<file path="src/rtl/core/ess_pkg.sv">
package ess_pkg;

  // Sensor kinds.
  localparam logic [3:0] KIND_RAW      = 4'd0;
  localparam logic [3:0] KIND_AIR      = 4'd1;
  localparam logic [3:0] KIND_COOLANT  = 4'd2;
  localparam logic [3:0] KIND_EGR      = 4'd3;
  localparam logic [3:0] KIND_BATTERY  = 4'd4;
  localparam logic [3:0] KIND_RPM      = 4'd5;
  localparam logic [3:0] KIND_INJECTOR = 4'd6;
  localparam logic [3:0] KIND_BARO     = 4'd7;
  localparam logic [3:0] KIND_AIRFLOW  = 4'd8;
  localparam logic [3:0] KIND_THROTTLE = 4'd9;
  localparam logic [3:0] KIND_FUELTRIM = 4'd10;
  localparam logic [3:0] KIND_OXYGEN   = 4'd11;
  localparam logic [3:0] KIND_TIMING   = 4'd12;

  // Unit modes.
  localparam logic [1:0] UM_METRIC   = 2'd0;
  localparam logic [1:0] UM_IMPERIAL = 2'd1;

  // Unit codes.
  localparam logic [3:0] UNIT_NONE    = 4'd0;
  localparam logic [3:0] UNIT_DEGC    = 4'd1;
  localparam logic [3:0] UNIT_DEGF    = 4'd2;
  localparam logic [3:0] UNIT_VOLT    = 4'd3;
  localparam logic [3:0] UNIT_RPM     = 4'd4;
  localparam logic [3:0] UNIT_MS      = 4'd5;
  localparam logic [3:0] UNIT_BAR     = 4'd6;
  localparam logic [3:0] UNIT_PSI     = 4'd7;
  localparam logic [3:0] UNIT_HZ      = 4'd8;
  localparam logic [3:0] UNIT_PERCENT = 4'd9;
  localparam logic [3:0] UNIT_DEGREE  = 4'd10;

  localparam logic [1:0] DIG_NONE = 2'd0;
  localparam logic [1:0] DIG_ONE  = 2'd1;
  localparam logic [1:0] DIG_TWO  = 2'd2;

  // Temperature offsets: metric ones in whole degrees, imperial ones in 16.16 times 9/5.
  localparam logic [31:0] OFF_AIR_MET  = 32'd60;
  localparam logic [31:0] OFF_COOL_MET = 32'd80;
  localparam logic [31:0] OFF_AIR_IMP  = 32'd7077888;
  localparam logic [31:0] OFF_COOL_IMP = 32'd9437184;
  localparam logic [31:0] FAHR_BIAS    = 32'd2097152;

  typedef enum logic [1:0] {
    OP_LIN,
    OP_TMET,
    OP_TIMP
  } op_e;

  typedef struct packed {
    logic [1:0] digits;
    logic [3:0] unit;
  } fmt_t;

  typedef struct packed {
    op_e               op;
    logic              is_cool;
    logic [7:0]        x;
    logic signed [22:0] coef;
    logic [31:0]       bias;
    logic [7:0]        a;
    logic [6:0]        diff;
    logic [3:0]        k;
    fmt_t              fmt;
  } s1_t;

  typedef struct packed {
    op_e         op;
    logic        is_cool;
    logic [7:0]  a;
    logic [31:0] prod;
    logic [31:0] bias;
    logic [9:0]  kd;
    logic [11:0] na;
    fmt_t        fmt;
  } s2_t;

  typedef struct packed {
    op_e         op;
    logic        is_cool;
    logic [7:0]  a;
    logic [31:0] prod;
    logic [31:0] bias;
    logic [9:0]  kd;
    logic [9:0]  qa;
    logic [2:0]  ra;
    logic [10:0] qk;
    logic [2:0]  rk;
    fmt_t        fmt;
  } s3_t;

  typedef struct packed {
    logic [31:0] v;
    fmt_t        fmt;
  } s4_t;

  function automatic logic [7:0] temp_lut(input logic is_cool, input logic [4:0] idx);
    logic [7:0] r;
    if (is_cool) begin
      case (idx)
        5'd0:  r = 8'd238;
        5'd1:  r = 8'd190;
        5'd2:  r = 8'd160;
        5'd3:  r = 8'd144;
        5'd4:  r = 8'd132;
        5'd5:  r = 8'd123;
        5'd6:  r = 8'd115;
        5'd7:  r = 8'd108;
        5'd8:  r = 8'd101;
        5'd9:  r = 8'd95;
        5'd10: r = 8'd88;
        5'd11: r = 8'd81;
        5'd12: r = 8'd73;
        5'd13: r = 8'd64;
        5'd14: r = 8'd51;
        default: r = 8'd21;
      endcase
    end else begin
      case (idx)
        5'd0:  r = 8'd244;
        5'd1:  r = 8'd176;
        5'd2:  r = 8'd145;
        5'd3:  r = 8'd128;
        5'd4:  r = 8'd116;
        5'd5:  r = 8'd106;
        5'd6:  r = 8'd98;
        5'd7:  r = 8'd90;
        5'd8:  r = 8'd83;
        5'd9:  r = 8'd76;
        5'd10: r = 8'd69;
        5'd11: r = 8'd62;
        5'd12: r = 8'd53;
        5'd13: r = 8'd43;
        5'd14: r = 8'd29;
        default: r = 8'd1;
      endcase
    end
    return r;
  endfunction

  // Exact quotient by five for any 16-bit value, via the reciprocal 52429 / 2^18.
  function automatic logic [15:0] div5(input logic [15:0] x);
    logic [31:0] p;
    p = 32'(x) * 32'd52429;
    return 16'(p[31:18]);
  endfunction

  // floor(65536 * r / 5) for a remainder r of 0 to 4.
  function automatic logic [15:0] frac_hi(input logic [2:0] r);
    logic [15:0] f;
    case (r)
      3'd1:    f = 16'd13107;
      3'd2:    f = 16'd26214;
      3'd3:    f = 16'd39321;
      3'd4:    f = 16'd52428;
      default: f = 16'd0;
    endcase
    return f;
  endfunction

  // floor(4096 * r / 5) for a remainder r of 0 to 4.
  function automatic logic [11:0] frac_lo(input logic [2:0] r);
    logic [11:0] f;
    case (r)
      3'd1:    f = 12'd819;
      3'd2:    f = 12'd1638;
      3'd3:    f = 12'd2457;
      3'd4:    f = 12'd3276;
      default: f = 12'd0;
    endcase
    return f;
  endfunction

endpackage

</file>
<file path="src/rtl/core/ess_decode.sv">
module ess_decode import ess_pkg::*; (
  input  logic       clk_i,
  input  logic       rst_ni,
  input  logic       en_i,
  input  logic       valid_i,
  input  logic [3:0] req_type_i,
  input  logic [7:0] raw_value_i,
  input  logic [1:0] unit_mode_i,
  output logic       valid_o,
  output s1_t        s1_o
);

  logic valid_q;
  s1_t  s1_d, s1_q;
  logic [4:0] idx;
  logic [7:0] b, diff8;

  always_comb begin
    s1_d = '0;
    s1_d.op      = OP_LIN;
    s1_d.x       = raw_value_i;
    s1_d.coef    = 23'sd65536;
    s1_d.bias    = '0;
    s1_d.is_cool = (req_type_i == KIND_COOLANT);
    s1_d.k       = raw_value_i[3:0];
    s1_d.fmt     = '{digits: DIG_NONE, unit: UNIT_NONE};
    idx          = {1'b0, raw_value_i[7:4]};
    s1_d.a       = temp_lut(s1_d.is_cool, idx);
    b            = temp_lut(s1_d.is_cool, idx + 5'd1);
    diff8        = s1_d.a - b;
    s1_d.diff    = diff8[6:0];

    unique case (req_type_i) inside
      KIND_AIR, KIND_COOLANT: begin
        if (unit_mode_i == UM_METRIC) begin
          s1_d.op  = OP_TMET;
          s1_d.fmt = '{digits: DIG_ONE, unit: UNIT_DEGC};
        end else if (unit_mode_i == UM_IMPERIAL) begin
          s1_d.op  = OP_TIMP;
          s1_d.fmt = '{digits: DIG_ONE, unit: UNIT_DEGF};
        end
      end
      KIND_EGR: begin
        if (unit_mode_i == UM_METRIC) begin
          s1_d.coef = -23'sd98304;
          s1_d.bias = 32'd20596508;
          s1_d.fmt  = '{digits: DIG_ONE, unit: UNIT_DEGC};
        end else if (unit_mode_i == UM_IMPERIAL) begin
          s1_d.coef = -23'sd176947;
          s1_d.bias = 32'd39170867;
          s1_d.fmt  = '{digits: DIG_ONE, unit: UNIT_DEGF};
        end
      end
      KIND_BATTERY: begin
        s1_d.coef = 23'sd4804;
        s1_d.fmt  = '{digits: DIG_ONE, unit: UNIT_VOLT};
      end
      KIND_RPM: begin
        s1_d.coef = 23'sd2048000;
        s1_d.fmt  = '{digits: DIG_NONE, unit: UNIT_RPM};
      end
      KIND_INJECTOR: begin
        s1_d.coef = 23'sd16777;
        s1_d.fmt  = '{digits: DIG_TWO, unit: UNIT_MS};
      end
      KIND_BARO: begin
        if (unit_mode_i == UM_METRIC) begin
          s1_d.coef = 23'sd319;
          s1_d.fmt  = '{digits: DIG_TWO, unit: UNIT_BAR};
        end else if (unit_mode_i == UM_IMPERIAL) begin
          s1_d.coef = 23'sd4619;
          s1_d.fmt  = '{digits: DIG_TWO, unit: UNIT_PSI};
        end
      end
      KIND_AIRFLOW: begin
        s1_d.coef = 23'sd412221;
        s1_d.fmt  = '{digits: DIG_ONE, unit: UNIT_HZ};
      end
      KIND_THROTTLE: begin
        s1_d.coef = 23'sd25600;
        s1_d.fmt  = '{digits: DIG_ONE, unit: UNIT_PERCENT};
      end
      KIND_FUELTRIM: begin
        s1_d.coef = 23'sd51200;
        s1_d.fmt  = '{digits: DIG_ONE, unit: UNIT_PERCENT};
      end
      KIND_OXYGEN: begin
        s1_d.coef = 23'sd1280;
        s1_d.fmt  = '{digits: DIG_TWO, unit: UNIT_VOLT};
      end
      KIND_TIMING: begin
        s1_d.bias = 32'hFFF6_0000;
        s1_d.fmt  = '{digits: DIG_NONE, unit: UNIT_DEGREE};
      end
      default: begin
        // Raw decimal is the default: the byte times one in 16.16.
        s1_d.op = OP_LIN;
      end
    endcase
  end

  always_ff @(posedge clk_i or negedge rst_ni) begin
    if (!rst_ni) begin
      valid_q <= 1'b0;
    end else if (en_i) begin
      valid_q <= valid_i;
    end
  end

  always_ff @(posedge clk_i) begin
    if (en_i) begin
      s1_q <= s1_d;
    end
  end

  assign valid_o = valid_q;
  assign s1_o    = s1_q;

endmodule

</file>
<file path="src/rtl/core/ess_mult.sv">
module ess_mult import ess_pkg::*; (
  input  logic clk_i,
  input  logic rst_ni,
  input  logic en_i,
  input  logic valid_i,
  input  s1_t  s1_i,
  output logic valid_o,
  output s3_t  s3_o
);

  logic        v2_q, v3_q;
  s2_t         s2_d, s2_q;
  s3_t         s3_d, s3_q;
  logic [31:0] prod_s;
  logic [10:0] kd_full;
  logic [13:0] n9k;
  logic [15:0] qa16, qk16, ra16, rk16;

  // First stage: the scale multiply, and the interpolation step product.
  always_comb begin
    prod_s       = 32'(s1_i.coef) * 32'($signed({1'b0, s1_i.x}));
    kd_full      = 11'(s1_i.k) * 11'(s1_i.diff);
    s2_d.op      = s1_i.op;
    s2_d.is_cool = s1_i.is_cool;
    s2_d.a       = s1_i.a;
    s2_d.prod    = prod_s;
    s2_d.bias    = s1_i.bias;
    s2_d.kd      = kd_full[9:0];
    s2_d.na      = ({4'b0, s1_i.a} << 3) + {4'b0, s1_i.a};
    s2_d.fmt     = s1_i.fmt;
  end

  // Second stage: both truncating divisions by five for the Fahrenheit path.
  always_comb begin
    n9k          = ({4'b0, s2_q.kd} << 3) + {4'b0, s2_q.kd};
    qa16         = div5({4'b0, s2_q.na});
    qk16         = div5({2'b0, n9k});
    ra16         = {4'b0, s2_q.na} - 16'(qa16 * 16'd5);
    rk16         = {2'b0, n9k} - 16'(qk16 * 16'd5);
    s3_d.op      = s2_q.op;
    s3_d.is_cool = s2_q.is_cool;
    s3_d.a       = s2_q.a;
    s3_d.prod    = s2_q.prod;
    s3_d.bias    = s2_q.bias;
    s3_d.kd      = s2_q.kd;
    s3_d.qa      = qa16[9:0];
    s3_d.ra      = ra16[2:0];
    s3_d.qk      = qk16[10:0];
    s3_d.rk      = rk16[2:0];
    s3_d.fmt     = s2_q.fmt;
  end

  always_ff @(posedge clk_i or negedge rst_ni) begin
    if (!rst_ni) begin
      v2_q <= 1'b0;
      v3_q <= 1'b0;
    end else if (en_i) begin
      v2_q <= valid_i;
      v3_q <= v2_q;
    end
  end

  always_ff @(posedge clk_i) begin
    if (en_i) begin
      s2_q <= s2_d;
      s3_q <= s3_d;
    end
  end

  assign valid_o = v3_q;
  assign s3_o    = s3_q;

endmodule

</file>
<file path="src/rtl/core/ess_compose.sv">
module ess_compose import ess_pkg::*; (
  input  logic clk_i,
  input  logic rst_ni,
  input  logic en_i,
  input  logic valid_i,
  input  s3_t  s3_i,
  output logic valid_o,
  output s4_t  s4_o
);

  logic        valid_q;
  s4_t         s4_d, s4_q;
  logic [31:0] off_m, off_i, met, imp;

  // All sums are modulo 2^32, which gives the two's complement 16.16 value.
  always_comb begin
    off_m = s3_i.is_cool ? OFF_COOL_MET : OFF_AIR_MET;
    off_i = s3_i.is_cool ? OFF_COOL_IMP : OFF_AIR_IMP;
    met   = (({24'b0, s3_i.a} - off_m) << 16) - ({22'b0, s3_i.kd} << 12);
    imp   = ({6'b0, s3_i.qa, 16'b0} + {16'b0, frac_hi(s3_i.ra)})
          - ({9'b0, s3_i.qk, 12'b0} + {20'b0, frac_lo(s3_i.rk)})
          - off_i + FAHR_BIAS;
    case (s3_i.op)
      OP_TMET: s4_d.v = met;
      OP_TIMP: s4_d.v = imp;
      default: s4_d.v = s3_i.prod + s3_i.bias;
    endcase
    s4_d.fmt = s3_i.fmt;
  end

  always_ff @(posedge clk_i or negedge rst_ni) begin
    if (!rst_ni) begin
      valid_q <= 1'b0;
    end else if (en_i) begin
      valid_q <= valid_i;
    end
  end

  always_ff @(posedge clk_i) begin
    if (en_i) begin
      s4_q <= s4_d;
    end
  end

  assign valid_o = valid_q;
  assign s4_o    = s4_q;

endmodule

</file>
<file path="src/rtl/core/ess_format.sv">
module ess_format import ess_pkg::*; (
  input  logic        clk_i,
  input  logic        rst_ni,
  input  logic        en_i,
  input  logic        valid_i,
  input  s4_t         s4_i,
  output logic        valid_o,
  output logic [13:0] int_part_o,
  output logic [6:0]  frac_part_o,
  output logic [1:0]  frac_digits_o,
  output logic [3:0]  unit_code_o
);

  logic        valid_q;
  logic [13:0] int_d, int_q;
  logic [6:0]  frac_d, frac_q;
  logic [6:0]  scale;
  logic [22:0] fp;
  fmt_t        fmt_q;

  // Bits above the binary point are already the floor, the fraction stays positive.
  always_comb begin
    case (s4_i.fmt.digits)
      DIG_TWO: scale = 7'd100;
      DIG_ONE: scale = 7'd10;
      default: scale = 7'd0;
    endcase
    fp     = {7'b0, s4_i.v[15:0]} * {16'b0, scale};
    frac_d = fp[22:16];
    int_d  = s4_i.v[29:16];
  end

  always_ff @(posedge clk_i or negedge rst_ni) begin
    if (!rst_ni) begin
      valid_q <= 1'b0;
    end else if (en_i) begin
      valid_q <= valid_i;
    end
  end

  always_ff @(posedge clk_i) begin
    if (en_i) begin
      int_q  <= int_d;
      frac_q <= frac_d;
      fmt_q  <= s4_i.fmt;
    end
  end

  assign valid_o       = valid_q;
  assign int_part_o    = int_q;
  assign frac_part_o   = frac_q;
  assign frac_digits_o = fmt_q.digits;
  assign unit_code_o   = fmt_q.unit;

endmodule

</file>
<file path="src/rtl/core/engine_sensor_scaler_top.sv">
// Channel   Direction  Handshake                Payload
// in        sink       in_valid_i / in_stall_o  req_type_i, raw_value_i
// out       source     out_valid_o / out_stall_i int_part_o, frac_part_o,
//                                               frac_digits_o, unit_code_o
// cfg       sink       cfg_valid_i / cfg_ready_o unit_mode_i
//
// One item per cycle while not stalled; each result is valid once its input beat has
// passed five register stages: decode with table lookup, scale multiply,
// divide by five, sum, and fraction digits with the output register.
// Reset clears all valid bits and sets unit mode to metric.
// A stall at the output holds every stage at once and stalls the input too.
module engine_sensor_scaler_top import ess_pkg::*; (
  input  logic        clk_i,
  input  logic        rst_ni,
  input  logic        in_valid_i,
  output logic        in_stall_o,
  input  logic [3:0]  req_type_i,
  input  logic [7:0]  raw_value_i,
  output logic        out_valid_o,
  input  logic        out_stall_i,
  output logic signed [13:0] int_part_o,
  output logic [6:0]  frac_part_o,
  output logic [1:0]  frac_digits_o,
  output logic [3:0]  unit_code_o,
  input  logic        cfg_valid_i,
  output logic        cfg_ready_o,
  input  logic [1:0]  unit_mode_i
);

  logic [1:0]  unit_mode_q;
  logic        en, v1, v3, v4;
  logic        in_beat;
  s1_t         s1;
  s3_t         s3;
  s4_t         s4;
  logic [13:0] int_bits;

  // The pipeline moves whenever the output register is free or being drained.
  assign en          = !(out_valid_o && out_stall_i);
  assign in_stall_o  = !en;
  assign in_beat     = in_valid_i && en;
  assign cfg_ready_o = 1'b1;

  always_ff @(posedge clk_i or negedge rst_ni) begin
    if (!rst_ni) begin
      unit_mode_q <= UM_METRIC;
    end else if (cfg_valid_i && cfg_ready_o) begin
      unit_mode_q <= unit_mode_i;
    end
  end

  ess_decode u_decode (
    .clk_i       (clk_i),
    .rst_ni      (rst_ni),
    .en_i        (en),
    .valid_i     (in_beat),
    .req_type_i  (req_type_i),
    .raw_value_i (raw_value_i),
    .unit_mode_i (unit_mode_q),
    .valid_o     (v1),
    .s1_o        (s1)
  );

  ess_mult u_mult (
    .clk_i   (clk_i),
    .rst_ni  (rst_ni),
    .en_i    (en),
    .valid_i (v1),
    .s1_i    (s1),
    .valid_o (v3),
    .s3_o    (s3)
  );

  ess_compose u_compose (
    .clk_i   (clk_i),
    .rst_ni  (rst_ni),
    .en_i    (en),
    .valid_i (v3),
    .s3_i    (s3),
    .valid_o (v4),
    .s4_o    (s4)
  );

  ess_format u_format (
    .clk_i         (clk_i),
    .rst_ni        (rst_ni),
    .en_i          (en),
    .valid_i       (v4),
    .s4_i          (s4),
    .valid_o       (out_valid_o),
    .int_part_o    (int_bits),
    .frac_part_o   (frac_part_o),
    .frac_digits_o (frac_digits_o),
    .unit_code_o   (unit_code_o)
  );

  assign int_part_o = $signed(int_bits);

  a_stall_only_on_full_output: assert property (@(posedge clk_i) disable iff (!rst_ni)
    in_stall_o |-> (out_valid_o && out_stall_i))
    else $error("input stalled while output register free");

  a_frac_below_hundred: assert property (@(posedge clk_i) disable iff (!rst_ni)
    out_valid_o |-> (frac_part_o < 7'd100))
    else $error("fraction digits out of range");

  a_no_digits_no_frac: assert property (@(posedge clk_i) disable iff (!rst_ni)
    (out_valid_o && frac_digits_o == DIG_NONE) |-> (frac_part_o == 7'd0))
    else $error("fraction present with zero digits");

  a_raw_has_no_digits: assert property (@(posedge clk_i) disable iff (!rst_ni)
    (out_valid_o && unit_code_o == UNIT_NONE) |-> (frac_digits_o == DIG_NONE))
    else $error("raw result carries fraction digits");

endmodule
</file>
<file path="config.mk">
export PLATFORM = sky130hd
export DESIGN_NAME = engine_sensor_scaler_top
export DESIGN_NICKNAME = d
export VERILOG_FILES = /design/src/rtl/core/ess_pkg.sv /design/src/rtl/core/ess_decode.sv /design/src/rtl/core/ess_mult.sv /design/src/rtl/core/ess_compose.sv /design/src/rtl/core/ess_format.sv /design/src/rtl/core/engine_sensor_scaler_top.sv
export SDC_FILE = /design/constraint.sdc
export NUM_CORES = 2
export LEC_CHECK = 0
export ABC_AREA = 1
export ABC_CLOCK_PERIOD_IN_PS = 10600
export BUFFER_PORTS_ARGS = -buffer_cell sky130_fd_sc_hd__buf_4
export CAP_MARGIN = 20
export CELL_PAD_IN_SITES_DETAIL_PLACEMENT = 1
export CELL_PAD_IN_SITES_GLOBAL_PLACEMENT = 1
export CORE_MARGIN = 2
export CORE_UTILIZATION = 51
export CTS_CLUSTER_SIZE = 24
export DETAILED_ROUTE_END_ITERATION = 16
export HOLD_SLACK_MARGIN = 0.12
export PLACE_DENSITY = 0.94
export SYNTH_ARGS = -nofsm -noshare
export SYNTH_HDL_FRONTEND = slang
export SYNTH_SLANG_ARGS = --single-unit
</file>
<file path="constraint.sdc">
create_clock -name clk_i -period 10.6 [get_ports clk_i]
set_input_delay 1.06 -clock clk_i [delete_from_list [all_inputs] [get_ports clk_i]]
set_output_delay 1.06 -clock clk_i [all_outputs]
set_load 0.01 [all_outputs]
</file>
==> impl_metrics.env <==
export IMPL_status="complete, no violations"
export IMPL_multiInputGateArea_sq_um=20200
export IMPL_grt_util_all_layers_pct=32.7
export IMPL_cts_buffers=37
export IMPL_finalCritPeriodShare_pct=74.5
export IMPL_synthesis_area_per_instance_sq_um=8.52
export IMPL_number_of_hold_violations_in_the_final_report=0
export IMPL_syn_nets=4566
export IMPL_core_area_sq_um=63100
export IMPL_io_pin_count=49
export IMPL_start_util_pct=51.6
export IMPL_most_common_layout_cells="878 x sky130_fd_sc_hd__inv_1, 812 x sky130_fd_sc_hd__nand2_1, 432 x sky130_fd_sc_hd__ha_1"
export IMPL_clk_pin_slew_ns=0.06
export IMPL_via_count_of_the_first_global_routing_pass=31000
export IMPL_cts_buffer_depth=3
export IMPL_path_class="reg -> reg"
export IMPL_critPathTopFamily="adder cells"
export IMPL_cts_hold_buffers=0
export IMPL_worst_clock_skew_ns=0.0422
export IMPL_worstSetupStartpointType="flip-flop"
export IMPL_fillCellCount=7517
export IMPL_die_width_um=257
export IMPL_postCtsSetupBuffers=0
export IMPL_grt_pass1_wl_um=169000
export IMPL_count_of_h_tree_levels_built_during_cts=2
export IMPL_drc_errors=0
export IMPL_syn_to_final_growth_pct=7.28
export IMPL_post_cts_resized=0
export IMPL_core_rowCount=92
export IMPL_worstMarginPinSlew_ns=1.09
export IMPL_seq_area_frac_synth_pct=26.8
export IMPL_ant_cells=0
export IMPL_worst_path_largest_cell_delay_ns=0.62
export IMPL_post_route_cell_area_sq_um=34900
export IMPL_cts_root_buffer="sky130_fd_sc_hd__clkbuf_16"
export IMPL_syn_area_sq_um=32500
export IMPL_tritoncts="done"
export IMPL_critical_path_arrival_ns=8.25
export IMPL_drt_pass1_iterations=6
export IMPL_place_port_buffers=47
export IMPL_synth_seq_cells=292
export IMPL_timing_setup_tns_ns=0
export IMPL_num_vias=27600
export IMPL_holdCritPathClass="in -> async"
export IMPL_drt_initial_drc_count=2217
export IMPL_grt_max_degree=172
export IMPL_antenna_violations_before_repair=3
export IMPL_worstPathMaxFanout=7
export IMPL_path_buf_inv=5
export IMPL_post_synth_inst_count=3820
export IMPL_report_final_slew_viol_count=0
export IMPL_gr_total_overflow=0
export IMPL_die_area_sq_um=65800
export IMPL_post_drt_via_cell_ratio=5.84
export IMPL_synth_async_sr_flop_share_pct=2.40
export IMPL_end_kind="flip-flop"
export IMPL_cp_data_required_time_ns=10.95
export IMPL_grt_setup_unrepaired="no"
export IMPL_drive_above_1_share_pct=4.36
export IMPL_detail_route_wirelength_um=107000
export IMPL_postPlaceCellArea_sq_um=33700
export IMPL_layout_min_cycle_time_ns=7.90
export IMPL_synth_edff_count=285
export IMPL_clock_fmax_ghz=0.127
export IMPL_synth_flop_cell="sky130_fd_sc_hd__edfxtp_1"
export IMPL_globalplace_congestion=0.952
export IMPL_sequential_standard_cell_area_sq_um=8730
export IMPL_worst_path_max_delay_cell="sky130_fd_sc_hd__edfxtp_1"
export IMPL_setup_violations_final=0
export IMPL_latest_clock_arrival_within_the_worst_skew_pair_ns=0.60
export IMPL_drv_max_cap_violation_count=0
export IMPL_max_slew_margin_pct=27.3
export IMPL_finalNetCount=4597
export IMPL_clock_sinks=292
export IMPL_synth_cell_type_count=64
export IMPL_cell_repeated_most_along_the_worst_path="sky130_fd_sc_hd__fa_1"
export IMPL_post_drt_wl_per_cell_um=22.7
export IMPL_die_extent_in_y_um=257
export IMPL_route_antenna_remaining_nets=0
export IMPL_dp_hpwl_um=84700
export IMPL_total_number_of_yosys_warnings=0
export IMPL_final_common_cell="sky130_fd_sc_hd__inv_1"
-- worst reg2reg max path: cells and delay by family, from the launching register on --
family          cells  cell delay (ns)
flops               1             0.62
buf+inv             5             0.30
fa+ha+maj          10             4.26
compound gates      5             1.07
simple gates        6             0.55
xor+xnor            3             0.85
-- per-stage QoR --
step	util (%)	hold slack, ns	cells	setup slack (ns)
4_1_cts	55.3	0.283	4722	2.74
5_1_grt	55.3	0.287	4723	2.26
6_report	55.3	0.284	4723	2.70
3_5_place_dp	53.5	0.405	4657	2.82
3_3_place_gp	53.5	0.402	4657	3.12
2_1_floorplan	-	0.400	3820	1.41
-- routing by layer --
layer / part of all wire [%] / wire (um) / vias up / global-route usage [%]
met5: 0.027 / 29 / - / 0
met3: 6.2 / 6610 / 527 / 5.90
li1: - / - / 12200 / -
met4: 6.8 / 7350 / 4 / 19.9
met1: 37 / 39500 / 13600 / 36.1
met2: 50 / 53800 / 1334 / 58.3
-- cells in the mapped netlist (all sizes together) (2+ instances only) --
library cell	number	area [sq um]
o2111ai	2	17.5
ha	432	5410
and3	2	12.5
dfrtp	7	175
a21boi	6	45.0
inv	888	3330
o21ai	126	642
o211ai	6	50.1
buf	18	105
a31oi	14	87.6
clkbuf	43	168
and2	5	31.3
xnor2	39	349
a21o	14	105
fa	295	5910
nor4	4	37.5
o21a	2	15.0
a21oi	192	976
a31o	3	26.3
o22ai	6	37.5
edfxtp	285	8560
nand4	44	275
nand3b	7	52.6
nand2	830	3170
a211oi	7	52.6
o21bai	28	210
a221oi	2	17.5
nor3	35	185
or2	10	62.6
o32ai	2	17.5
a22oi	2	15.0
xor2	66	597
nor2	234	915
o31ai	7	52.6
nand3	148	766
-- worst paths after layout --
kind,start,to,slack (ns),depth (start not counted)
max,u_mult.s2_q[20],u_mult.s3_o[8],2.70,29
min,rst_ni,u_format.valid_o,0.28,1
max reg2reg,u_mult.s2_q[20],u_mult.s3_o[8],2.70,29
min reg2reg,u_mult.s2_q[62],u_mult.s3_o[77],0.41,0
max in group asynchronous,rst_ni,unit_mode_q[0],10.19,1
min in group clk_i,u_mult.s2_q[62],u_mult.s3_o[77],0.41,0
-- state kept, by name (all words and copies together) (netlist names) --
register,count
unit_mode_q,2
u_mult.s3_o,91
u_decode.s1_o,58
u_compose.s4_o,36
u_compose.valid_o,1
u_format.frac_digits_o,2
u_mult.valid_o,1
u_format.valid_o,1
u_mult.v2_q,1
u_mult.s2_q,73
u_format.unit_code_o,4
u_format.int_part_o,14
u_decode.valid_o,1
u_format.frac_part_o,7
-- layout make-up --
cell class,instances,area share [%]
clock buffer,46,2.78
sequential,292,25.0
tap,846,3.03
timing repair buffer,53,1.20
multi-input combinational,2578,57.9
clock inverter,19,0.538
inverter,889,9.56
-- kinds of logic (layout without fill, tap and decap cells) --
group,count (synthesis),in the layout,synth area share [%]
AO/OA/AOI/OAI,423,423,7.38
XOR/XNOR,105,105,2.91
adder cells (fa/ha/maj),727,727,34.8
buffers and inverters,950,1007,11.1
flip-flops,292,292,26.8
multiplexers,1,1,0.0346
other,1,1,0.0115
AND/OR/NAND/NOR,1321,1321,17.0
Power is left out: the tool's default activity adds up to more than one toggle a clock period on the data nets, which glitch-free logic cannot reach.
